`src/hdl/sac_ram.sv`:
```
// generic single-port-write, single-port-read ram with registered read data
// no dependencies
`default_nettype none

module sac_ram #(
    parameter int WIDTH = 8,
    parameter int DEPTH = 16
) (
    input  wire logic                     i_clk,
    input  wire logic                     i_we,
    input  wire logic [$clog2(DEPTH)-1:0] i_waddr,
    input  wire logic [WIDTH-1:0]         i_wdata,
    input  wire logic                     i_re,
    input  wire logic [$clog2(DEPTH)-1:0] i_raddr,
    output logic      [WIDTH-1:0]         o_rdata
);

    logic [WIDTH-1:0] r_mem [DEPTH];

    always_ff @(posedge i_clk) begin
        if (i_we) begin
            r_mem[i_waddr] <= i_wdata;
        end
        if (i_re) begin
            o_rdata <= r_mem[i_raddr];
        end
    end

endmodule

`default_nettype wire

```
`config.mk`:
```
export PLATFORM = sky130hd
export DESIGN_NAME = sac_ram
export DESIGN_NICKNAME = d
export VERILOG_FILES = /design/src/hdl/sac_ram.sv
export SDC_FILE = /design/constraint.sdc
export NUM_CORES = 1
export LEC_CHECK = 0
export BUFFER_PORTS_ARGS = -buffer_cell sky130_fd_sc_hd__buf_2
export CORE_AREA = 5 5 129 131
export CTS_BUF_LIST = sky130_fd_sc_hd__clkbuf_8
export CTS_CLUSTER_SIZE = 24
export DETAILED_ROUTE_END_ITERATION = 6
export DIE_AREA = 0 0 134 136
export SLEW_MARGIN = 30
export SYNTH_ARGS = -nofsm -noshare
export SYNTH_HDL_FRONTEND = slang
export SYNTH_SLANG_ARGS = --single-unit
```
`constraint.sdc`:
```
create_clock -name i_clk -period 4 [get_ports i_clk]
set_input_delay 0.8 -clock i_clk [delete_from_list [all_inputs] [get_ports i_clk]]
set_output_delay 0.8 -clock i_clk [all_outputs]
set_load 0.05 [all_outputs]
```
==> flow_summary.yaml, run 1 <==
critical_path:
  cp-start-kind: "primary input"
  reg2reg_to: "o_rdata[7]"
  r2r_start: "r_mem[2][7]"
  critical_path_class: "primary input to register"
  critPathCaptureType: "register"
  cp_data_required_time_ps: 4190
  rrSetupSlack_ps: 2440
  path_max_fanout: 12
  crit_arrival_ps: 2440
  rr_worst_depth: 3
logic_synthesis:
  ys_seq_elements: 136
  syn_avg_cell_area_um2: 22.8
  synth_top_area_share_pct: 78.1
  syn_area_um2: 5230
  yosysTopAreaCell: "edfxtp_1"
  yosysUniqueCellTypes: 18
  syn_nets: 248
  ys_seq_area_share_pct: 78.1
  synthTopCellsByArea: "edfxtp_1, mux4_2, mux4_1, a22oi_1, nor2_1"
  ys_warn_count: 0
  synth_cells: 229
sta:
  fmax_ghz: 0.445
  fin_tns_setup_ps: 0
  hold_viol_final: 0
  rsz0062_at_grt: "false"
  finalCritPeriodShare_pct: 56.2
  clock-skew-final_ps: 9.17
  setup_viol: 0
  period_needed_ps: 2250
  slew_violations: 0
  worstMarginPinSlew_ps: 969
  setup_slack_ps: 1750
  slew_headroom_pct: 35.1
cts:
  cts_hold_buf: 0
  clk_path_buf_depth: 2
  path_clk_slew_ps: 70
  cts_max_level: 4
  cts.sinks: 136
  numCtsBuffers: 17
  cts_resized: 0
  cts-root-buf: "clkbuf_8"
  post_cts_buffers: 0
  cts_tree: "built"
  clock_latency_ps: 430
route:
  drt_pre_antenna_iters: 4
  avgRoutedWirePerCell_um: 21.8
  via_count: 2396
  drtIter0Drc: 243
  drtAntennaViolNets: 0
  via_per_inst: 5.08
  drc: 0
  wl_mm: 10.3
floorplan:
  coreArea_um2: 15500
  dieHeight_um: 136
  num_rows: 46
  ios: 27
  die_w_um: 134
  die-area_um2: 18200
  start_util_pct: 33.8
finish:
  drive_gt1_share_pct: 25.4
  layout_commonest_cell: "edfxtp_1"
  fin_nets: 289
  antenna_cells: 0
  area_growth_pct: 11.7
  final_cells: 472
  fin_area_um2: 5840
  nFillCells: 1393
  final_cell_mix: "edfxtp_1, buf_2, mux4_2"
  regArea_um2: 4080
  multi_input_area_um2: 1060
pwr:
  power_mw: 2.63
  p_leak_nw: 1.90
  ir_drop_mv: 0.245
  cellPowerDensity_nw_per_um2: 450
place:
  pre_cts_ws_ps: 1270
  place_congestion: 0.687
  placedCellCount: 443
  place_area_um2: 5560
  hpwl_mm: 6.56
  portBuffers: 26
outcome:
  status: "finished clean"
hold_path:
  min_to: "o_rdata[5]"
  whs_path_depth: 3
  min_path_type: "register to register"
  worstHoldStart: "r_mem[14][5]"
grt:
  grt_usage_pct: 12.1
  first_global_vias: 2532
  gr-total-overflow: 0
  antenna_found_initial: 0
  grt_max_degree: 33
  grt_pass1_wl_mm: 15.6
run:
  maxCapViolCount: 0
cells in the mapped netlist:
master           number
nor3_1                4
and2_1                1
nor2_1               13
nand2b_1              2
buf_2                 3
mux4_1               14
nand3b_1              2
nand2_1               9
or3b_2                1
edfxtp_1            136
and2b_1               1
mux4_2               18
nor2b_1               1
buf_6                 3
clkdlybuf4s25_2       3
nand3_1               1
a22oi_1              16
buf_4                 1
worst max path at each step:
stage,from,to,slack [ps]
finish,i_raddr[0],o_rdata[3],1750
global route,i_raddr[0],o_rdata[3],1660
CTS,i_raddr[0],o_rdata[3],1740
floorplan,i_waddr[2],r_mem[0][0],1710
global placement,i_raddr[0],o_rdata[2],1290
detailed placement,i_raddr[0],o_rdata[3],1270
worst max-delay path, cell delays in order:
cell and delay, ps:
buf_2 340, buf_4 340, mux4_1 590, a22oi_1 270
nand2_1 90
stage by stage:
stage          utilization [%]  hold slack, ps
2_1_floorplan                -             705
5_1_grt                   37.7             731
4_1_cts                   37.7             724
3_3_place_gp              35.9             724
6_report                  37.7             741
3_5_place_dp              35.9             731
flip-flops by register name (all words and copies together) (netlist names):
name	flops
o_rdata	8
r_mem	128
cell families (layout without fill, tap and decap cells):
family	Yosys count	count (layout)	share of synthesized area, %
AND/OR/NAND/NOR	35	35	3.14
flip-flops	136	136	78.1
multiplexers	32	32	14.8
buffers and inverters	10	61	1.65
AO/OA/AOI/OAI	16	16	2.30
report_power, final:
group	internal (mW)	switching [mW]
Sequential	1.61	0.00848
Combinational	0.0573	0.108
Clock	0.392	0.457
Total	2.05	0.573
per-layer routing:
metal,global-route usage (%),routed length (um),vias to the layer above,part of all wire [%]
met5,0,0,-,0
met1,16.3,4720,1237,46
met3,3.52,581,17,5.6
met2,18.6,4830,85,47
met4,4.86,178,0,1.7
li1,-,-,1057,-
layout make-up:
cell class,count,area share [%]
Clock inverter,12,0.836
Tap cell,192,4.11
Clock buffer,17,4.01
Timing Repair Buffer,32,3.00
Multi-Input combinational cell,83,18.1
Sequential cell,136,69.9
Note: power is estimated with default switching activity, not from simulation.
==> run 2: changes to the inputs <==
==> constraint.sdc (replaced) <==
create_clock -name i_clk -period 2.1 [get_ports i_clk]
set_input_delay 0.42 -clock i_clk [delete_from_list [all_inputs] [get_ports i_clk]]
set_output_delay 0.42 -clock i_clk [all_outputs]
set_load 0.05 [all_outputs]
==> run 2 against run 1 <==
Total power rose by 110%. Clock skew is 1.1 ps lower. Largest cell class unchanged. Combinational power increased by 100%. Core utilization up 1.6 points.
==> flow_summary.yaml, run 2 (synthesis gave the netlist of run 1 again) <==
place:
  pre_cts_ws_ps: 14.2
  place_congestion: 0.746
  portBuffers: 26
  hpwl_mm: 6.78
finish:
  reg_top3: "r_mem x128, o_rdata x8"
  largest_reg_flops: 128
  layout_commonest_cell: "edfxtp_1"
  area_growth_pct: 16.4
  fin_nets: 304
  drive_gt1_share_pct: 32.6
  antenna_cells: 0
  final_cell_mix: "edfxtp_1, buf_2, mux4_2, buf_4, clkbuf_8"
  top_register: "r_mem"
floorplan:
  start_util_pct: 33.8
  coreArea_um2: 15500
  die_w_um: 134
  dieHeight_um: 136
  die-area_um2: 18200
  num_rows: 46
  ios: 27
sta:
  setup_slack_ps: 472
  fmax_ghz: 0.614
  slew_headroom_pct: 72.2
  setup_viol: 0
  rsz0062_at_grt: "false"
  clock-skew-final_ps: 8.09
  period_needed_ps: 1630
  worstMarginPinSlew_ps: 416
  hold_viol_final: 0
  finalCritPeriodShare_pct: 77.5
  slew_violations: 0
  hold_ws_ps: 386
  fin_tns_setup_ps: 0
cts:
  cts_max_level: 4
  path_clk_slew_ps: 80
  post_cts_buffers: 0
  cts.sinks: 136
  cts-root-buf: "clkbuf_8"
  clock_latency_ps: 420
  cts_resized: 0
  numCtsBuffers: 17
  cts_hold_buf: 0
  cts_tree: "built"
  clk_path_buf_depth: 2
grt:
  grt_max_degree: 33
  grt_pass1_wl_mm: 15.8
  first_global_vias: 2603
  gr-total-overflow: 0
  grt_usage_pct: 12.0
  antenna_found_initial: 0
outcome:
  status: "finished clean"
route:
  drc: 0
  drtAntennaViolNets: 0
  avgRoutedWirePerCell_um: 20.9
  drtIter0Drc: 304
  wl_mm: 10.2
  drt_pre_antenna_iters: 4
  via_count: 2486
  via_per_inst: 5.07
critical_path:
  cp-start-kind: "primary input"
  critical_path_class: "primary input to register"
  critPathMaxStageDelay_ps: 580
  crit_arrival_ps: 1800
  reg2reg_to: "o_rdata[3]"
  rr_worst_depth: 3
  path_max_fanout: 21
  rrSetupSlack_ps: 540
  critPathCaptureType: "register"
  path_cells: "buf_2, buf_12, mux4_1, a22oi_1, nand2_1"
  cp_data_required_time_ps: 2270
  slowest_stage: "mux4_1"
  r2r_start: "r_mem[1][3]"
pwr:
  p_comb_share_pct: 6.1
  switching_share_pct: 23.4
  cellPowerDensity_nw_per_um2: 888
  power.switching_mw: 1.27
  ir_drop_mv: 0.435
  p_leak_nw: 2.01
  internal-power_mw: 4.14
  seq_power_share_pct: 56.9
  p_clk_share_pct: 37.0
  power_mw: 5.40
hold_path:
  min_path_type: "primary input to register"
  whs_path_depth: 1
  min_to: "r_mem[7][0]"
  worstHoldStart: "i_wdata[0]"
run:
  maxCapViolCount: 0
[run 2: cell count changes in the layout (fill, tap and decap cells not counted), sizes merged]
| cell | change |
|---|---|
| buf | +15 |
| bufinv | +1 |
| clkinv | -3 |
| inv | +1 |
| clkinvlp | +4 |
[run 2: layout make-up]
cell class / instances / area [um2]
fill: 1339 / 9400
clock buffer: 17 / 234
sequential: 136 / 4080
timing repair buffer: 47 / 325
multi-input combinational: 83 / 1060
tap: 192 / 240
clock inverter: 15 / 145
[run 2: through the flow]
step / area (um2) / util, % / std cells
3_3_place_gp: 5710 / 36.9 / 458
3_5_place_dp: 5710 / 36.9 / 458
2_1_floorplan: 5230 / - / 229
6_report: 6090 / 39.3 / 490
5_1_grt: 6090 / 39.3 / 490
4_1_cts: 6090 / 39.3 / 490
[run 2: layer usage]
metal  vias to the layer above  GRT usage [%]  routed length (um)
met2                        70           18.8                4910
met3                        10           3.15                 486
met1                      1306           16.3                4690
met4                         0           3.89                 145
met5                         -              0                   0
li1                       1100              -                   -
[run 2: power by group through the flow]
stage | combinational, mW | sequential (mW) | clock (mW)
after CTS | 0.337 | 3.07 | 2.05
final | 0.331 | 3.07 | 2.00
after detailed placement | 0.336 | 3.13 | 0
after floorplan | 0.154 | 3.17 | 0
after global routing | 0.358 | 3.08 | 2.17
after global placement | 0.329 | 3.13 | 0
[run 2: worst max-delay path by stage]
stage / startpoint / endpoint / slack, ps / depth (start not counted)
2_1_floorplan: i_waddr[2] / r_mem[0][0] / 190 / 2
3_3_place_gp: i_raddr[0] / o_rdata[3] / 50 / 5
3_5_place_dp: i_raddr[0] / o_rdata[3] / 10 / 5
4_1_cts: i_raddr[0] / o_rdata[3] / 470 / 5
5_1_grt: i_raddr[0] / o_rdata[3] / 440 / 5
6_report: i_raddr[0] / o_rdata[3] / 470 / 5
[run 2: worst max-delay path: cells and delay by family]
family                 cells  cell delay [ps]
muxes                      1              580
buffers and inverters      2              350
AOI/OAI and AO/OA          1              340
and+or+nand+nor            1              100
==> run 3: changes to the inputs <==
--- a/config.mk
+++ b/config.mk
@@ -5,12 +5,13 @@
 export SDC_FILE = /design/constraint.sdc
 export NUM_CORES = 1
 export LEC_CHECK = 0
+export ABC_AREA = 1
 export BUFFER_PORTS_ARGS = -buffer_cell sky130_fd_sc_hd__buf_2
-export CORE_AREA = 5 5 129 131
+export CORE_AREA = 5 5 136 138
 export CTS_BUF_LIST = sky130_fd_sc_hd__clkbuf_8
 export CTS_CLUSTER_SIZE = 24
 export DETAILED_ROUTE_END_ITERATION = 6
-export DIE_AREA = 0 0 134 136
+export DIE_AREA = 0 0 141 143
 export SLEW_MARGIN = 30
 export SYNTH_ARGS = -nofsm -noshare
 export SYNTH_HDL_FRONTEND = slang
==> constraint.sdc (replaced) <==
create_clock -name i_clk -period 1.65 [get_ports i_clk]
set_input_delay 0.33 -clock i_clk [delete_from_list [all_inputs] [get_ports i_clk]]
set_output_delay 0.33 -clock i_clk [all_outputs]
set_load 0.05 [all_outputs]
==> run 3 against run 2 <==
Critical path depth down 4. Non-clock buffer count up 3. Clock power rose by 23%. Die area increased by 11%. Register-to-register slack about the same. Hold slack got worse by 130 ps. Count of clock-buffer cells in the layout unchanged. First-iteration DRC count is 30% higher. Synthesized cell count is 140% higher. Worst setup slack got worse by 270 ps. Critical path type is now register to output pin. Largest power group unchanged. Highest routed layer unchanged.
==> flow_summary.yaml, run 3 <==
sta:
  hold_viol_final: 0
  hold_ws_ps: 253
  finalCritPeriodShare_pct: 87.9
  clock-skew-final_ps: 8.73
  period_needed_ps: 1450
  rsz0062_at_grt: "false"
  fmax_ghz: 0.689
  slew_violations: 0
  setup_slack_ps: 199
  setup_viol: 0
  slew_headroom_pct: 60.1
  fin_tns_setup_ps: 0
  worstMarginPinSlew_ps: 597
place:
  pre_cts_ws_ps: 133
  portBuffers: 26
  hpwl_mm: 8.31
  place_congestion: 0.803
cts:
  cts.sinks: 136
  cts_hold_buf: 0
  cts_tree: "built"
  clock_latency_ps: 430
  clk_path_buf_depth: 2
  numCtsBuffers: 17
  path_clk_slew_ps: 70
  cts_resized: 0
  cts_max_level: 4
  cts-root-buf: "clkbuf_8"
  post_cts_buffers: 0
logic_synthesis:
  yosysMostFrequentCell: "nand2_1"
  ys_seq_elements: 136
  synthFlopType: "edfxtp_1"
  yosysTopAreaCell: "edfxtp_1"
  yosysUniqueCellTypes: 11
  synth_async_sr_flop_share_pct: 0
  ys_seq_area_share_pct: 69.8
  ys_warn_count: 0
  synth_top_area_share_pct: 69.8
  ys_top_cells_by_count: "nand2_1, edfxtp_1, inv_1, nand3_1, nor2_1"
  syn_area_um2: 5850
  synthTopCellsByArea: "edfxtp_1, nand2_1, nand3_1, inv_1, buf_6"
  synth_cells: 551
  synth_edf_count: 136
  syn_avg_cell_area_um2: 10.6
  syn_nets: 570
finish:
  final_cell_mix: "nand2_1, edfxtp_1, inv_1"
  drive_gt1_share_pct: 12.9
  area_growth_pct: 13.7
  reg_top3: "r_mem x128, o_rdata x8"
  antenna_cells: 0
  finalCoreUtilization_pct: 39.0
  largest_reg_flops: 128
  fin_nets: 615
  layout_commonest_cell: "nand2_1"
  top_register: "r_mem"
run:
  maxCapViolCount: 0
pwr:
  power.switching_mw: 1.58
  p_clk_share_pct: 35.7
  internal-power_mw: 5.32
  power_mw: 6.89
  ir_drop_mv: 0.553
  cellPowerDensity_nw_per_um2: 1040
  p_leak_nw: 2.84
  p_comb_share_pct: 7.5
  switching_share_pct: 22.9
  seq_power_share_pct: 56.8
critical_path:
  cp_data_required_time_ps: 1320
  cp-start-kind: "register"
  slowest_stage: "edfxtp_1"
  critPathCaptureType: "output pin"
  cp.buffers_inverters: 1
  crit_arrival_ps: 1120
  path_max_fanout: 1
  critical_path_class: "register to output pin"
  path_cells: "buf_2"
  critPathMaxStageDelay_ps: 400
  cp_top_family: "flip-flops"
route:
  via_per_inst: 4.58
  drtIter0Drc: 394
  drtAntennaViolNets: 0
  drt_pre_antenna_iters: 5
  via_count: 3808
  drc: 0
  wl_mm: 12.8
  avgRoutedWirePerCell_um: 15.4
floorplan:
  die_w_um: 141
  dieHeight_um: 143
  coreArea_um2: 17100
  die-area_um2: 20200
  start_util_pct: 34.3
  num_rows: 48
  ios: 27
grt:
  first_global_vias: 3622
  antenna_found_initial: 0
  gr-total-overflow: 0
  grt_pass1_wl_mm: 20.1
  grt_usage_pct: 13.3
  grt_max_degree: 47
outcome:
  status: "finished clean"
hold_path:
  min_path_type: "primary input to register"
[run 3: cell families after synthesis]
family | share of synthesized area, %
DFF | 69.8
and+or+nand+nor | 20.8
buffers and inverters | 9.39
[run 3: final timing paths]
path                     start          to  slack, ps  cells after the start
setup / recovery    o_rdata[4]  o_rdata[4]        200                      1
hold / removal            i_re  o_rdata[1]        250                      1
setup reg to reg   r_mem[7][3]  o_rdata[3]        540                      6
hold reg to reg   r_mem[14][6]  o_rdata[6]        760                      6
[run 3: layer usage]
layer	share of wire (%)	wire [um]	global-route usage [%]	vias up
met5	0	0	0	-
met4	1.7	217	4.95	0
met3	5.5	712	3.15	19
met2	46	5950	20.6	114
met1	46	5960	18.3	1812
li1	-	-	-	1863
[run 3: final cells by class]
class                      count  area [um2]
sequential                   136        4080
multi-input combinational    289        1210
tap                          225         282
inverter                     102         383
clock inverter                12         114
timing repair buffer          50         335
clock buffer                  17         234
fill                        1674       10400
[run 3: through the flow]
step                      cell area (um2)  std cells
after floorplan                      5850        551
after global placement               6300        802
after detailed placement             6300        802
after CTS                            6650        831
after global routing                 6650        831
final                                6650        831
[run 3: power groups by stage]
stage	registers (mW)	logic (mW)	clock network (mW)
global placement	3.99	0.516	0
CTS	3.91	0.522	2.52
finish	3.91	0.518	2.46
floorplan	4.04	0.273	0
global route	3.92	0.572	2.67
detailed placement	3.99	0.520	0
