$ cat config.mk
export PLATFORM = sky130hd
export DESIGN_NAME = sac_apb
export DESIGN_NICKNAME = d
export VERILOG_FILES = /design/src/hdl/sac_pkg.sv /design/src/hdl/sac_apb.sv
export SDC_FILE = /design/constraint.sdc
export NUM_CORES = 1
export LEC_CHECK = 0
export BUFFER_PORTS_ARGS = -buffer_cell sky130_fd_sc_hd__buf_2
export CORE_MARGIN = 3
export CORE_UTILIZATION = 42
export CTS_CLUSTER_DIAMETER = 120
export DETAILED_ROUTE_END_ITERATION = 12
export MAX_ROUTING_LAYER = met4
export PLACE_DENSITY_LB_ADDON = 0.2
export SLEW_MARGIN = 20
export SYNTH_ARGS = -nofsm -noshare
export SYNTH_HDL_FRONTEND = slang
export SYNTH_SLANG_ARGS = --single-unit
$ cat constraint.sdc
create_clock -name i_clk -period 1.4 [get_ports i_clk]
set_input_delay 0.28 -clock i_clk [delete_from_list [all_inputs] [get_ports i_clk]]
set_output_delay 0.28 -clock i_clk [all_outputs]
set_load 0.02 [all_outputs]
$ cat src/hdl/sac_pkg.sv
// shared types and constants of the per-id stall accumulator
// no dependencies; used by sac_apb, per_id_stall_accumulator_unit and the testbench
`default_nettype none

package sac_pkg;

    localparam int TABLE_ENTRIES = 1024;
    localparam int ADDR_W        = $clog2(TABLE_ENTRIES);

    localparam int ID_W      = 10;
    localparam int TIME_W    = 64;
    localparam int DELTA_W   = 40;
    localparam int COUNT_W   = 32;
    localparam int STATUS_W  = 3;
    localparam int MAX_W     = 40;

    localparam int IN_TDATA_W  = 80;
    localparam int OUT_TDATA_W = 136;

    localparam int PADDR_W = 4;
    localparam int PDATA_W = 64;

    localparam logic [MAX_W-1:0] MAX_STALL_RESET = 40'd30000000000;
    localparam logic [PADDR_W-1:0] REG_MAX_STALL = 4'h0;

    localparam logic ACT_BEGIN = 1'b0;
    localparam logic ACT_END   = 1'b1;

    localparam logic [STATUS_W-1:0] ST_IGNORED  = 3'd0;
    localparam logic [STATUS_W-1:0] ST_BEGIN    = 3'd1;
    localparam logic [STATUS_W-1:0] ST_NO_BEGIN = 3'd2;
    localparam logic [STATUS_W-1:0] ST_DROPPED  = 3'd3;
    localparam logic [STATUS_W-1:0] ST_ADDED    = 3'd4;

    typedef struct packed {
        logic               valid;
        logic [TIME_W-1:0]  start;
        logic [TIME_W-1:0]  total;
        logic [COUNT_W-1:0] count;
    } t_entry;

    localparam int ENTRY_W = $bits(t_entry);

    function automatic logic [ADDR_W-1:0] id_to_addr(input logic [ID_W-1:0] id);
        return ADDR_W'(id);
    endfunction

    function automatic logic id_ignored(input logic [ID_W-1:0] id);
        return (id == '0) || (32'(id) >= 32'(TABLE_ENTRIES));
    endfunction

endpackage

`default_nettype wire

$ cat src/hdl/sac_apb.sv
// apb configuration register of the stall accumulator (stall limit)
// depends on sac_pkg
`default_nettype none

module sac_apb (
    input  wire logic                              i_clk,
    input  wire logic                              i_rst_n,
    input  wire logic                              psel,
    input  wire logic                              penable,
    input  wire logic                              pwrite,
    input  wire logic [sac_pkg::PADDR_W-1:0]       paddr,
    input  wire logic [sac_pkg::PDATA_W-1:0]       pwdata,
    output logic      [sac_pkg::PDATA_W-1:0]       prdata,
    output logic                                   pready,
    output logic      [sac_pkg::MAX_W-1:0]         o_max_stall_ns
);

    logic [sac_pkg::MAX_W-1:0] r_max_stall;
    logic                      sel_max;

    // registers sit on 8-byte boundaries
    assign sel_max = (paddr[3] == sac_pkg::REG_MAX_STALL[3]);
    assign pready  = 1'b1;

    always_ff @(posedge i_clk) begin
        if (!i_rst_n) begin
            r_max_stall <= sac_pkg::MAX_STALL_RESET;
        end else if (psel && penable && pwrite && pready && sel_max) begin
            r_max_stall <= pwdata[sac_pkg::MAX_W-1:0];
        end
    end

    always_comb begin
        prdata = '0;
        if (sel_max) begin
            prdata = sac_pkg::PDATA_W'(r_max_stall);
        end
    end

    assign o_max_stall_ns = r_max_stall;

endmodule

`default_nettype wire

==> impl_metrics.toml, run 1 <==
[run_status]
run_status = "completed"

[critical_path]
worst_setup_path_start_kind = "register"
timing.setup.critical_path_class = "reg2out"
crit_fanout = 3
r2r_cells = 2
required_time_of_the_worst_setup_path_ns = 1.12
worst_ep_arrival_time_ns = 0.95
worstSetupEndpointType = "output pin"

[placed_design]
placement.io_buffers = 125
place.detailed.instances = 423
post-dp-hpwl_um = 3455
post-place-ws_ns = 0.1058
finalWeightedCongestion = 0.7023
post_dp_cell_area_sq_um = 2729

[final_layout]
largest_register_ffs = 40
mostFrequentLayoutCell = "sky130_fd_sc_hd__buf_2"
num-nets-final = 436
layout_common_cells = "sky130_fd_sc_hd__buf_2 (125), sky130_fd_sc_hd__nor2b_1 (70), sky130_fd_sc_hd__nand2_1 (50)"
post-route-util = 0.5814
num_antenna_cells = 0
synthToLayoutAreaGrowth_pct = 29.71
finalInstanceArea_sq_um = 2819
stdcell_count = 431
post_route_cells_drive_above_1_share = 0.3764

[synthesis]
synth_mux_area_frac = 0.1842
ys_warn_count = 0
synthAdderAreaFrac = 0
fraction_of_the_yosys_area_taken_by_sequential_cells = 0.3685
synth_top_family_by_area = "simple AND/OR/NAND/NOR gates"
yosys-top-cells-area = "sky130_fd_sc_hd__dfxtp_1 (37%), sky130_fd_sc_hd__nor2b_1 (20%), sky130_fd_sc_hd__mux2i_1 (18%)"
yosys_register_bits = 40
postSynthCellCount = 246
synth_xor_area_frac = 0
synthesis.area_per_instance_sq_um = 8.835
yosys.cell_types.count = 11
synth_largest_type_area_fraction = 0.3685
synth_simple_gate_area_frac = 0.2925
post-synth-top-area-cell = "sky130_fd_sc_hd__dfxtp_1"
synth.cell_area_sq_um = 2173
synth-compound-area-share = 0

[floorplan]
io_pins = 178
core_sq_um = 4848
die_area_sq_um = 6074
overall_die_height_um = 77.94
rows = 25
fp.dieW_um = 77.94
initial_utilization = 0.4483

[sta]
min_period_ns = 1.231
postLayoutSetupSlackWorst_ns = 0.1692
max_clock_freq_mhz = 812.5
timing_max_transition_violations_final = 0
tns_ns = 0
rsz_0062_raised_after_global_routing = "false"
timing_hold_violations_final = 0
finalSetupViolCount = 0
min_period_over_period = 0.8791
timing.clock.skew_ns = 0

[clock_tree]
cts_hold_repair.buffers = 0
htreeDepth = 2
worst_skew_pair.late_latency_ns = 0.29
number_of_buffers_created_by_cts = 5
clkSinkCount = 40
cts-root-buf = "sky130_fd_sc_hd__clkbuf_8"
clk_path_buf_depth = 2
cts_tree = "done"
worst_setup_hold_path_clk_slew_ns = 0.08
post_cts_resize_count = 0
post-cts-setup-buffers = 0

[grt]
grt_max_degree = 81
first_pass_grt_wire_length_um = 7251
grt_overflow_total = 0
global_route.usage.total = 0.1516
first_global_vias = 1631
number_of_antenna_violations_at_the_first_check_in_global_routing = 0

[drt]
detail_route.vias_per_cell = 4.244
detail-route-antenna-nets = 0
route.top_layer_used = "met4"
detailroute.wirelength.met3_um = 390
route.final.wire_length_um = 4760
drt_pre_antenna_iters = 4
met1Wirelength_um = 2050
drtIter0Drc = 51
route.vias.total = 1829
route.detailed.wl_per_inst_um = 11.04
route.detailed.drc = 0
dr_wl_met2_um = 2256

[hold_path]
min_path_type = "in2reg"
whs_path_depth = 3

[power_and_ir_drop]
irDropWorstVdd_v = 0.0003721
pwr_per_cell_area_nw_per_um2 = 848.0
total_leakage_power_nw = 1.342

[flow_run]
max_cap_violation_count = 0
[synthesized netlist by cell type, drive strengths merged]
cell	instances
nand2	50
dfxtp	40
mux2i	40
and4b	1
conb	2
buf	31
nor2b	70
clkbuf	12
[path summary, 6_finish.rpt]
check / startpoint / endpoint / slack (ns)
max: o_max_stall_ns[4] / prdata[4] / 0.17
min: pwdata[5] / o_max_stall_ns[5] / 0.23
max reg2reg: o_max_stall_ns[31] / o_max_stall_ns[31] / 0.76
min reg2reg: o_max_stall_ns[35] / o_max_stall_ns[35] / 0.47
[worst max-delay path: stages, from the launching register on]
cell and delay [ns]:
sky130_fd_sc_hd__dfxtp_1 0.37, sky130_fd_sc_hd__nor2b_1 0.13, sky130_fd_sc_hd__buf_2 0.17
[kinds of logic after synthesis]
logic type	count (synthesis)
flip-flops	40
other	2
AND/OR/NAND/NOR	121
multiplexers	40
buffers and inverters	43
[stage by stage]
| stage | total power [mW] | hold slack [ns] |
|---|---|---|
| 4_1_cts | 2.426 | 0.2198 |
| 3_5_place_dp | 1.638 | 0.4593 |
| 6_report | 2.391 | 0.2278 |
| 5_1_grt | 2.501 | 0.2331 |
| 2_1_floorplan | 1.547 | 0.4222 |
| 3_3_place_gp | 1.632 | 0.4500 |
[layout make-up]
class	count	area (sq um)
Clock buffer	8	90.09
Fill cell	453	2029
Multi-Input combinational cell	186	1131
Sequential cell	40	800.8
Tap cell	67	83.83
Timing Repair Buffer	130	713.2
[report_power, final]
group	switching (mW)	internal [mW]
registers	0.0165	1.16
logic	0.266	0.164
clock network	0.380	0.402
[routing by layer]
metal	vias to the layer above	global-route usage
li1	946	-
met1	794	0.1734
met2	83	0.2577
met3	6	0.03132
met4	0	0.06294
met5	-	-
No activity file was read; power rests on OpenSTA's default activity.
==> inputs of run 2 (changes only) <==
BUFFER_PORTS_ARGS = not set   (was -buffer_cell sky130_fd_sc_hd__buf_2)
CORE_UTILIZATION = 47   (was 42)
DONT_BUFFER_PORTS = 1   (was not set)
==> impl_metrics.toml, run 2 (synthesized netlist as in run 1, its figures left out) <==
[run_status]
run_status = "completed"

[final_layout]
synthToLayoutAreaGrowth_pct = 12.67
num_antenna_cells = 0
largest_register_ffs = 40
num-nets-final = 350
mostFrequentLayoutCell = "sky130_fd_sc_hd__nor2b_1"
layout_common_cells = "sky130_fd_sc_hd__nor2b_1 (70), sky130_fd_sc_hd__nand2_1 (50), sky130_fd_sc_hd__buf_4 (42)"
post_route_cells_drive_above_1_share = 0.1877

[sta]
rsz_0062_raised_after_global_routing = "false"
min_period_ns = 1.286
timing_hold_violations_final = 0
max_clock_freq_mhz = 777.5
timing.clock.skew_ns = 0
tns_ns = 0
finalSetupViolCount = 0
min_period_over_period = 0.9187
holdWs_ns = 0.1281
timing_max_transition_violations_final = 0

[clock_tree]
cts_hold_repair.buffers = 0
clkSinkCount = 40
worst_skew_pair.late_latency_ns = 0.28
cts_tree = "done"
htreeDepth = 2
number_of_buffers_created_by_cts = 5
post-cts-setup-buffers = 0
clk_path_buf_depth = 2
worst_setup_hold_path_clk_slew_ns = 0.07
post_cts_resize_count = 0
cts-root-buf = "sky130_fd_sc_hd__clkbuf_8"

[power_and_ir_drop]
total_leakage_power_nw = 0.9834
irDropWorstVdd_v = 0.0006065
pwr_per_cell_area_nw_per_um2 = 937.4

[floorplan]
die_area_sq_um = 5476
overall_die_height_um = 74
fp.dieW_um = 74
initial_utilization = 0.4923
io_pins = 178
core_sq_um = 4414
rows = 24

[critical_path]
required_time_of_the_worst_setup_path_ns = 1.12
r2r_setup_slack_ns = 0.60
worstSetupEndpointType = "output pin"
timing.setup.critical_path_class = "reg2out"
crit_fanout = 2
worst_path_largest_cell_delay_ns = 0.39
cp_top_family = "simple AND/OR/NAND/NOR gates"
worst_setup_path_start_kind = "register"
worst_ep_arrival_time_ns = 1.01
worstPathCellList = "nor2b_1"
critical_path.n_buffers_inverters = 0
timing.critical_path.slowest_stage_cell = "sky130_fd_sc_hd__nor2b_1"

[placed_design]
post-dp-hpwl_um = 3169
placement.io_buffers = 0
finalWeightedCongestion = 0.6955

[grt]
first_pass_grt_wire_length_um = 6423
grt_overflow_total = 0
global_route.usage.total = 0.1578
first_global_vias = 1326
number_of_antenna_violations_at_the_first_check_in_global_routing = 0
grt_max_degree = 81

[drt]
drt_pre_antenna_iters = 4
route.vias.total = 1555
detail_route.vias_per_cell = 4.726
route.detailed.drc = 0
route.final.wire_length_um = 4512
detail-route-antenna-nets = 0
route.detailed.wl_per_inst_um = 13.71
drtIter0Drc = 53

[flow_run]
max_cap_violation_count = 0

[hold_path]
min_path_type = "in2reg"
## run 2: changes by cell type in the layout (fill, tap and decap cells not counted), sizes merged
| cell | change |
|---|---|
| buf | -86 |
| clkbuf | -1 |
## run 2: final timing paths
| check | cells past startpoint | from | to |
|---|---|---|---|
| max | 1 | o_max_stall_ns[10] | prdata[10] |
| min | 2 | pwdata[0] | o_max_stall_ns[0] |
| max reg2reg | 3 | o_max_stall_ns[21] | o_max_stall_ns[21] |
| min reg2reg | 3 | o_max_stall_ns[6] | o_max_stall_ns[6] |
## run 2: power by group
part | total, mW | leakage (nW) | switching [mW] | internal (mW)
clock | 0.818 | 0.0503 | 0.379 | 0.439
combinational | 0.305 | 0.609 | 0.204 | 0.100
sequential | 1.17 | 0.324 | 0.0107 | 1.16
total | 2.30 | 0.983 | 0.594 | 1.70
## run 2: per-layer routing
| metal | global-route usage | share of wire | vias up |
|---|---|---|---|
| met5 | - | 0 | - |
| met4 | 0.06036 | 0.014 | 0 |
| met3 | 0.07027 | 0.12 | 6 |
| met2 | 0.2579 | 0.48 | 85 |
| met1 | 0.1675 | 0.38 | 687 |
| li1 | - | - | 777 |
## run 2: stage by stage
stage | util | worst slack (ns) | power [mW] | cell area [sq um] | instances
floorplan | - | 0.3143 | 1.547 | 2260 | 269
global placement | 0.5329 | 0.2986 | 1.503 | 2352 | 322
detailed placement | 0.5329 | 0.2527 | 1.506 | 2352 | 322
CTS | 0.5547 | 0.08778 | 2.328 | 2449 | 329
global route | 0.5547 | 0.03311 | 2.408 | 2449 | 329
finish | 0.5547 | 0.1139 | 2.295 | 2449 | 329
## run 2: cell type report
class	count	area, sq um
fill	416	1966
multi-input combinational	186	1131
timing repair buffer	44	355.3
tap	52	65.06
clock buffer	7	96.34
sequential	40	800.8
==> inputs of run 3 (changes only) <==
CELL_PAD_IN_SITES_DETAIL_PLACEMENT = 0   (was not set)
CELL_PAD_IN_SITES_GLOBAL_PLACEMENT = 2   (was not set)
CORE_UTILIZATION = 34   (was 47)
==> impl_metrics.toml, run 3 (synthesized netlist as in run 1, its figures left out) <==
[clock_tree]
post_cts_resize_count = 0
worst_skew_pair.late_latency_ns = 0.28
clkSinkCount = 40
number_of_buffers_created_by_cts = 5
post-cts-setup-buffers = 0
htreeDepth = 2
cts_hold_repair.buffers = 0
cts-root-buf = "sky130_fd_sc_hd__clkbuf_8"
clk_path_buf_depth = 2
cts_tree = "done"
worst_setup_hold_path_clk_slew_ns = 0.08

[drt]
route.vias.total = 1573
route.final.wire_length_um = 4825
route.detailed.drc = 0
drt_pre_antenna_iters = 4
detail-route-antenna-nets = 0
detail_route.vias_per_cell = 4.481
drtIter0Drc = 76
route.detailed.wl_per_inst_um = 13.75

[sta]
min_period_over_period = 0.9186
timing_max_transition_violations_final = 0
finalSetupViolCount = 0
min_period_ns = 1.286
postLayoutSetupSlackWorst_ns = 0.1140
rsz_0062_raised_after_global_routing = "false"
timing_hold_violations_final = 0
tns_ns = 0
max_clock_freq_mhz = 777.6
timing.clock.skew_ns = 0

[critical_path]
timing.setup.critical_path_class = "reg2out"
worst_path_largest_cell_delay_ns = 0.41
worstSetupEndpointType = "output pin"
required_time_of_the_worst_setup_path_ns = 1.12
worstPathCellList = "nor2b_1"
cp_top_family = "simple AND/OR/NAND/NOR gates"
crit_fanout = 2
worst_ep_arrival_time_ns = 1.01
timing.critical_path.slowest_stage_cell = "sky130_fd_sc_hd__nor2b_1"
critical_path.n_buffers_inverters = 0
worst_setup_path_start_kind = "register"

[floorplan]
initial_utilization = 0.3586
fp.dieW_um = 85.95
overall_die_height_um = 85.95
rows = 28
io_pins = 178
core_sq_um = 6061
die_area_sq_um = 7387

[final_layout]
layout_common_cells = "sky130_fd_sc_hd__nor2b_1 (70), sky130_fd_sc_hd__nand2_1 (50), sky130_fd_sc_hd__mux2i_1 (40), sky130_fd_sc_hd__dfxtp_1 (40), sky130_fd_sc_hd__buf_4 (40)"
mostFrequentLayoutCell = "sky130_fd_sc_hd__nor2b_1"
synthToLayoutAreaGrowth_pct = 13.01
largest_register_ffs = 40
num-nets-final = 348
multi_input_combinational_cell_area_sq_um = 1131
post_route_cells_drive_above_1_share = 0.1775
flip_flop_and_latch_area_sq_um = 800.8
num_antenna_cells = 0
post-route-util = 0.4052
fillers = 622

[run_status]
run_status = "completed"

[grt]
grt.busiest_layer = "met2"
first_global_vias = 1469
grt.met3_usage = 0.04131
grt_met1_use = 0.1563
global_route.usage.met2 = 0.2088
grt_overflow_total = 0
number_of_antenna_violations_at_the_first_check_in_global_routing = 0
global_route.usage.total = 0.1304
first_pass_grt_wire_length_um = 7486
grt_max_degree = 81

[hold_path]
min_path_type = "in2reg"

[placed_design]
finalWeightedCongestion = 0.7409
post-dp-hpwl_um = 3464
placement.io_buffers = 0
post-place-ws_ns = 0.2541

[power_and_ir_drop]
total_leakage_power_nw = 0.9677
power.total_mw = 2.262
pwr_per_cell_area_nw_per_um2 = 921.0
irDropWorstVdd_v = 0.0003497

[flow_run]
max_cap_violation_count = 0
-- run 3: area by class of cell --
type,instances,share of cell area
Multi-Input combinational cell,186,0.4605
Sequential cell,40,0.3260
Timing Repair Buffer,42,0.1386
Tap cell,75,0.03821
Clock buffer,8,0.03668
-- run 3: power breakdown --
group | switching, mW | internal, mW
Combinational | 0.205 | 0.0997
Sequential | 0.0104 | 1.16
Clock | 0.382 | 0.402
Total | 0.598 | 1.66
-- run 3: path summary, 6_finish.rpt --
kind                      startpoint                 end  slack [ns]  cells after the start
hold / removal             pwdata[8]   o_max_stall_ns[8]        0.13                      2
hold reg to reg   o_max_stall_ns[38]  o_max_stall_ns[38]        0.61                      3
setup / recovery  o_max_stall_ns[11]          prdata[11]        0.11                      1
setup reg to reg  o_max_stall_ns[33]  o_max_stall_ns[33]        0.63                      3
-- run 3: worst reg2reg max path: stages, from the launching register on --
cell	delay, ns
sky130_fd_sc_hd__dfxtp_1	0.32
sky130_fd_sc_hd__buf_4	0.16
sky130_fd_sc_hd__nor2b_1	0.11
sky130_fd_sc_hd__mux2i_1	0.07
-- run 3: per-layer routing --
metal  vias up  wire, um
met1       711      2023
met3         2       493
li1        776         -
met5         -         0
met4         0        29
met2        84      2278
-- run 3: per-stage QoR --
stage	area, sq um	std cells	hold WS, ns
5_1_grt	2456	351	0.1267
4_1_cts	2456	351	0.1190
2_1_floorplan	2260	269	0.4222
3_3_place_gp	2366	343	0.4244
6_report	2456	351	0.1295
3_5_place_dp	2366	343	0.4298
